### src/interarrival_jitter_monitor_unit_macros.svh
// assertion macros shared by the interarrival jitter monitor rtl
`ifndef INTERARRIVAL_JITTER_MONITOR_UNIT_MACROS_SVH
`define INTERARRIVAL_JITTER_MONITOR_UNIT_MACROS_SVH

// same-cycle implication, checked out of reset
`define JIM_ASSERT_IMPL(label, clk, rstn, ante, cons) \
    label: assert property (@(posedge clk) disable iff (!(rstn)) (ante) |-> (cons)) \
        else $error("jim assertion failed");

// next-cycle implication, checked out of reset
`define JIM_ASSERT_NEXT(label, clk, rstn, ante, cons) \
    label: assert property (@(posedge clk) disable iff (!(rstn)) (ante) |=> (cons)) \
        else $error("jim assertion failed");

`endif

### src/jim_pkg.sv
// shared types and constants of the interarrival jitter monitor
`default_nettype none

package jim_pkg;

    localparam int TIME_W  = 48;
    localparam int DELTA_W = 32;
    localparam int MEAN_W  = 40;
    localparam int FRAC_W  = 8;

    localparam logic FUNC_ARRIVAL = 1'b0;
    localparam logic FUNC_CLEAR   = 1'b1;

    typedef enum logic [2:0] {
        ST_IDLE,
        ST_DELTA,
        ST_MINMAX,
        ST_SUB,
        ST_ADD,
        ST_DIV_START,
        ST_DIV_WAIT,
        ST_FIN
    } state_t;

    typedef struct packed {
        logic busy;
        logic done;
    } div_status_t;

endpackage

`default_nettype wire

### src/jim_div.sv
// radix-2 restoring divider, one quotient bit per cycle
`default_nettype none

module jim_div
    import jim_pkg::*;
#(
    parameter int DVD_W = 49,
    parameter int DVS_W = 9
) (
    input  wire logic             aclk,
    input  wire logic             aresetn,
    input  wire logic             start,
    input  wire logic [DVD_W-1:0] dividend,
    input  wire logic [DVS_W-1:0] divisor,
    output div_status_t           status,
    output logic      [DVD_W-1:0] quotient
);

    localparam int CTR_W = (DVD_W > 1) ? $clog2(DVD_W) : 1;

    logic [DVD_W-1:0] dvd_reg;
    logic [DVS_W-1:0] dvs_reg;
    logic [DVS_W-1:0] rem_reg;
    logic [CTR_W-1:0] ctr_reg;
    logic             busy_reg;
    logic             done_reg;

    logic [DVS_W:0]   trial;
    logic             fits;
    logic [DVS_W:0]   diff;

    always_comb begin
        trial = {rem_reg, dvd_reg[DVD_W-1]};
        fits  = trial >= {1'b0, dvs_reg};
        diff  = trial - {1'b0, dvs_reg};
    end

    always_ff @(posedge aclk) begin
        if (!aresetn) begin
            busy_reg <= 1'b0;
            done_reg <= 1'b0;
        end else begin
            done_reg <= 1'b0;
            if (start && !busy_reg) begin
                busy_reg <= 1'b1;
            end else if (busy_reg && ctr_reg == '0) begin
                busy_reg <= 1'b0;
                done_reg <= 1'b1;
            end
        end
    end

    // quotient bits shift in from the bottom as the dividend shifts out
    always_ff @(posedge aclk) begin
        if (start && !busy_reg) begin
            dvd_reg <= dividend;
            dvs_reg <= divisor;
            rem_reg <= '0;
            ctr_reg <= CTR_W'(DVD_W - 1);
        end else if (busy_reg) begin
            rem_reg <= fits ? diff[DVS_W-1:0] : trial[DVS_W-1:0];
            dvd_reg <= {dvd_reg[DVD_W-2:0], fits};
            ctr_reg <= ctr_reg - 1'b1;
        end
    end

    assign status.busy = busy_reg;
    assign status.done = done_reg;
    assign quotient    = dvd_reg;

endmodule

`default_nettype wire

### config.mk
export PLATFORM = sky130hd
export DESIGN_NAME = jim_div
export DESIGN_NICKNAME = d
export VERILOG_FILES = /design/src/interarrival_jitter_monitor_unit_macros.svh /design/src/jim_pkg.sv /design/src/jim_div.sv
export SDC_FILE = /design/constraint.sdc
export NUM_CORES = 1
export LEC_CHECK = 0
export BUFFER_PORTS_ARGS = -buffer_cell sky130_fd_sc_hd__buf_2
export CAP_MARGIN = 20
export CORE_UTILIZATION = 40
export CTS_CLUSTER_DIAMETER = 100
export DETAILED_ROUTE_END_ITERATION = 12
export GPL_TIMING_DRIVEN = 0
export REMOVE_ABC_BUFFERS = 1
export SYNTH_ARGS = -nofsm -noshare
export SYNTH_HDL_FRONTEND = slang
export SYNTH_SLANG_ARGS = --single-unit
### constraint.sdc
create_clock -name aclk -period 3.6 [get_ports aclk]
set_input_delay 0.18 -clock aclk [delete_from_list [all_inputs] [get_ports aclk]]
set_output_delay 0.18 -clock aclk [all_outputs]
set_load 0.02 [all_outputs]
* After elaboration in Yosys (flattened, before gate mapping) *
Index checks and enable logic that the tools add are counted.

cells by class
  add/sub/neg operators = 2
  multiply operators = 0
  div/mod/pow operators = 0
  order comparisons = 1
  equality and inequality tests = 0
  shifts and indexed selects = 0
  multiplexer cells = 6
  bitwise operators = 1
  reductions and logical operators = 7

operators with widths
  cell                                               number
  2-to-1 mux 49 bit                                  2
  greater-or-equal comparator 10 x 9 -> 1 bit        1
  2-to-1 mux 9 bit                                   1
  subtractor 9 bit                                   1
  zero test 6 bit                                    1
  subtractor 6 x 1 -> 6 bit (second input constant)  1
  nonzero test 2 bit                                 2
  2-to-1 mux 1 bit                                   3
  logical AND 1 bit                                  2
  OR reduction 2 bit                                 1
  zero test 1 bit                                    1
  inverter 1 bit                                     1

storage, ports and cells
  register bits = 75
  bits in latches = 0
  RAM bits = 0
  memory bits (read-only) = 0
  output and inout bits = 51
  word-level logic and storage cells = 23
  memories = 0

* Longest topological paths before layout *
  depth in word-level cells = 4
  mapped depth = 10
  gate-level depth less buffers = 9

* Worst setup path after synthesis *
Ideal clock, no wire load.

  kind = register to register
  from = register dvd_reg[48] (netlist: quotient[48])
  to = register dvd_reg[0] (netlist: quotient[0]) (data pin)
  arrival = 2.113 ns
  slack = 1.227 ns
  cell stages (with the launch flop) = 9
  cell sequence = edfxtp_1 > inv_1 > ha_1 > inv_1 > fa_1 > a21o_1 > a221oi_4 > o211ai_4 > mux2_2

between the ends
  cells in the longest elaborated chain, start to end = 3

RTL lines
  what                                         line           text
  from (decl)                                  jim_div.sv:21  logic [DVD_W-1:0] dvd_reg;
  from (signal assigned)                       jim_div.sv:56  dvd_reg <= dividend;
  from (signal assigned)                       jim_div.sv:62  dvd_reg <= {dvd_reg[DVD_W-2:0], fits};
  greater-or-equal comparator 10 x 9 -> 1 bit  jim_div.sv:34  fits = trial >= {1'b0, dvs_reg};
  2-to-1 mux 49 bit                            jim_div.sv:60  end else if (busy_reg) begin
  2-to-1 mux 49 bit                            jim_div.sv:55  if (start && !busy_reg) begin

Every way passes these cells. The select of a mux whose other input is x is not followed.
A chain may end at the register's enable or synchronous reset.

* Worst setup path after layout *
Same ends and word-level chain as after synthesis.

==> out/results.ini <==
[floorplanning]
die_area_sq_um = 9410
io_pins = 112
core_area_sq_um = 8720
rows = 34
die_w_um = 97.0
die_y_um = 97.0
start_util_pct = 41.4

[yosys]
yosys_warnings = 0
synthArstFlopShare_pct = 0
synth_largest_area_cell = edfxtp_1
synth-seq-cells = 75
synthTopCellsByArea = edfxtp_1, mux2_2, dfxtp_1
synth_area_sq_um = 3610
netlist.area_leader.share_pct = 48.3
postSynthCellCount = 261
synth_enable_flop_cells = 58
yosysSeqAreaShare_pct = 57.7
synthDistinctLibCells = 45
synth_area_per_cell_sq_um = 13.8
synth_ff_type = edfxtp_1

[grt]
grt_pass1_vias = 2509
grt_use_total_pct = 15.7
grt_antenna_before_repair = 0
grt_max_degree = 36
grt.overflow.total = 0
grt_pass1_wl_um = 11600

[drt]
topRoutingLayerUsed = met4
vias = 2422
first_pass_iters = 4
wl_met1_um = 3200
drt-initial-drc-count = 55
dr_wl_met3_um = 522
drcViolationCount = 0
routed_wl_um = 7060
viasPerCell = 4.89
wl_per_cell_um = 14.3
antenna_left = 0
wl_met2_um = 3220

[sta]
setup_ws_ns = 0.946
tns_ns = 0
slew_violations = 0
worst_pin_slew_ns = 1.05
hold_ws_ns = 0.0631
fin_crit_sh_pct = 73.7
setup_viol = 0
rsz0062_at_grt = false
fmax_mhz = 377
min_period_ns = 2.65
hold_violations = 0
relSlewSlack_pct = 30.1
final.setup_skew_ns = 0.00745

[run_status]
status = finished clean

[clock_tree]
insertion_delay_ns = 0.34
htreeDepth = 3
ctsLongestPathBuffers = 2
cts_made_buffers = 9
cts_tree = built
cts_root_buf = clkbuf_8
cts.clk_slew.worst_paths_ns = 0.08
postCtsSetupRepairBufs = 0
clock-sinks = 75

[worst_setup_path]
critPathKind = register to register
cp_common_cell = inv_1
start_kind = register
cp_data_arrival_time_ns = 2.75
path_cells = inv_1, ha_1, inv_1, fa_1, a21o_1, a221oi_4, o211ai_4, mux2_2
critPathMaxFanout = 17
timing.critical_path.to_type = register
slowest_delay_ns = 0.42
cp.required_ns = 3.70
critPathSlowestCell = edfxtp_1

[cells_and_area]
fillers = 781
multiInputGateArea_sq_um = 1410
fin_nets = 455
area_growth_syn_to_layout_pct = 27.3
largest_register_ffs = 49
seq_area_sq_um = 2080
final_layout_size_suffix_gt1_share_pct = 46.0
final_cells = 495
num_antenna_cells = 0

[power_and_ir_drop]
ir_drop_mv = 0.260
static-leakage-power_nw = 1.94
cellPowerDensity_nw_per_um2 = 611

[placed_design]
dp_hpwl_um = 5060
gp_congestion = 0.764
placed_cells = 470
place_ws_ns = 0.941
io_buffer_count = 111

[min_path]
hold_path.class = primary input to register

[run]
maxCapViolCount = 0

## power by group
group	switching [W]	leakage, nW	internal (W)
clock	0.000308	0.103	0.000389
sequential	0.0000957	0.719	0.00110
combinational	0.000516	1.12	0.000394
total	0.000919	1.94	0.00189
## cell type report
cell class / instances / area share (%)
inverters: 15 / 1.23
flip-flops and latches: 75 / 45.3
multi-input cells: 158 / 30.6
clock buffers: 11 / 2.86
clock inverters: 5 / 1.69
well taps: 108 / 2.94
repair buffers: 123 / 15.4
## metal layers
layer,vias to the layer above,GRT usage (%)
met5,-,0
met4,0,6.89
met3,8,5.49
met2,74,25.0
met1,1128,19.2
li1,1212,-
## cells in the final DEF (no fill, tap or decap), types with 3 or more instances in the layout
cell type / n
nand2_1: 21
nand3_2: 5
nand2b_1: 3
nand3_1: 3
xnor2_1: 4
a21oi_1: 9
and3_1: 3
dfxtp_1: 17
buf_2: 111
edfxtp_1: 58
mux2_1: 17
inv_1: 14
xor2_1: 4
ha_1: 11
clkbuf_8: 9
dlygate4sd3_1: 9
buf_12: 3
a21o_1: 3
o211ai_2: 5
nor3_1: 3
o21ai_1: 3
nor2_1: 4
mux2_2: 33
## through the flow
stage / area, sq um / util [%] / power, W
2_1_floorplan: 3540 / - / 0.00189
4_1_cts: 4580 / 52.6 / 0.00284
6_report: 4590 / 52.7 / 0.00281
5_1_grt: 4590 / 52.7 / 0.00298
3_3_place_gp: 4230 / 48.5 / 0.00211
3_5_place_dp: 4300 / 49.3 / 0.00213
## cell families after synthesis
family                     count (synthesis)  synth area share [%]
DFF                                       75                  57.7
AOI/OAI and AO/OA                         34                  8.46
xor gates and xnor gates                   8                  1.94
and+or+nand+nor                           53                  8.11
muxes                                     51                  15.9
buffers and inverters                     28                  3.54
adders and majority gates                 12                  4.37
## worst paths after layout
kind / from / end / slack [ns] / cells past startpoint
setup / recovery: quotient[48] / quotient[0] / 0.95 / 8
hold / removal: aresetn / busy_reg / 0.06 / 3
setup reg to reg: quotient[48] / quotient[0] / 0.95 / 8
hold reg to reg: rem_reg[3] / rem_reg[3] / 0.51 / 2
## cells in the mapped netlist, types with 2 or more instances
cell       n
a21o_1     3
a21oi_1    9
and3_1     3
buf_2      6
buf_4      2
clkbuf_1   4
dfxtp_1   17
edfxtp_1  58
ha_1      11
inv_1     15
mux2_1    17
mux2_2    33
nand2_1   21
nand2b_1   3
nand3_1    3
nand3_2    5
nand4_1    2
nor2_1     4
nor3_1     3
nor3b_1    2
o211ai_2   5
o21ai_0    2
o21ai_1    3
o21bai_1   2
o2bb2a_4   2
xnor2_1    4
xor2_1     4
## worst max-delay path, delay by kind of cell (launching register included)
kind	cells	cell delay [ns]
compound gates	3	0.89
fa+ha+maj	2	0.57
flops	1	0.42
mux	1	0.38
buf+inv	2	0.16
## what timing repair did
item | CTS | global route
hold buffers | 8 | 1
hold endpoints to repair | 8 | 1
gates resized for setup | 0 | 0
Power figures use the tool's default switching activity.
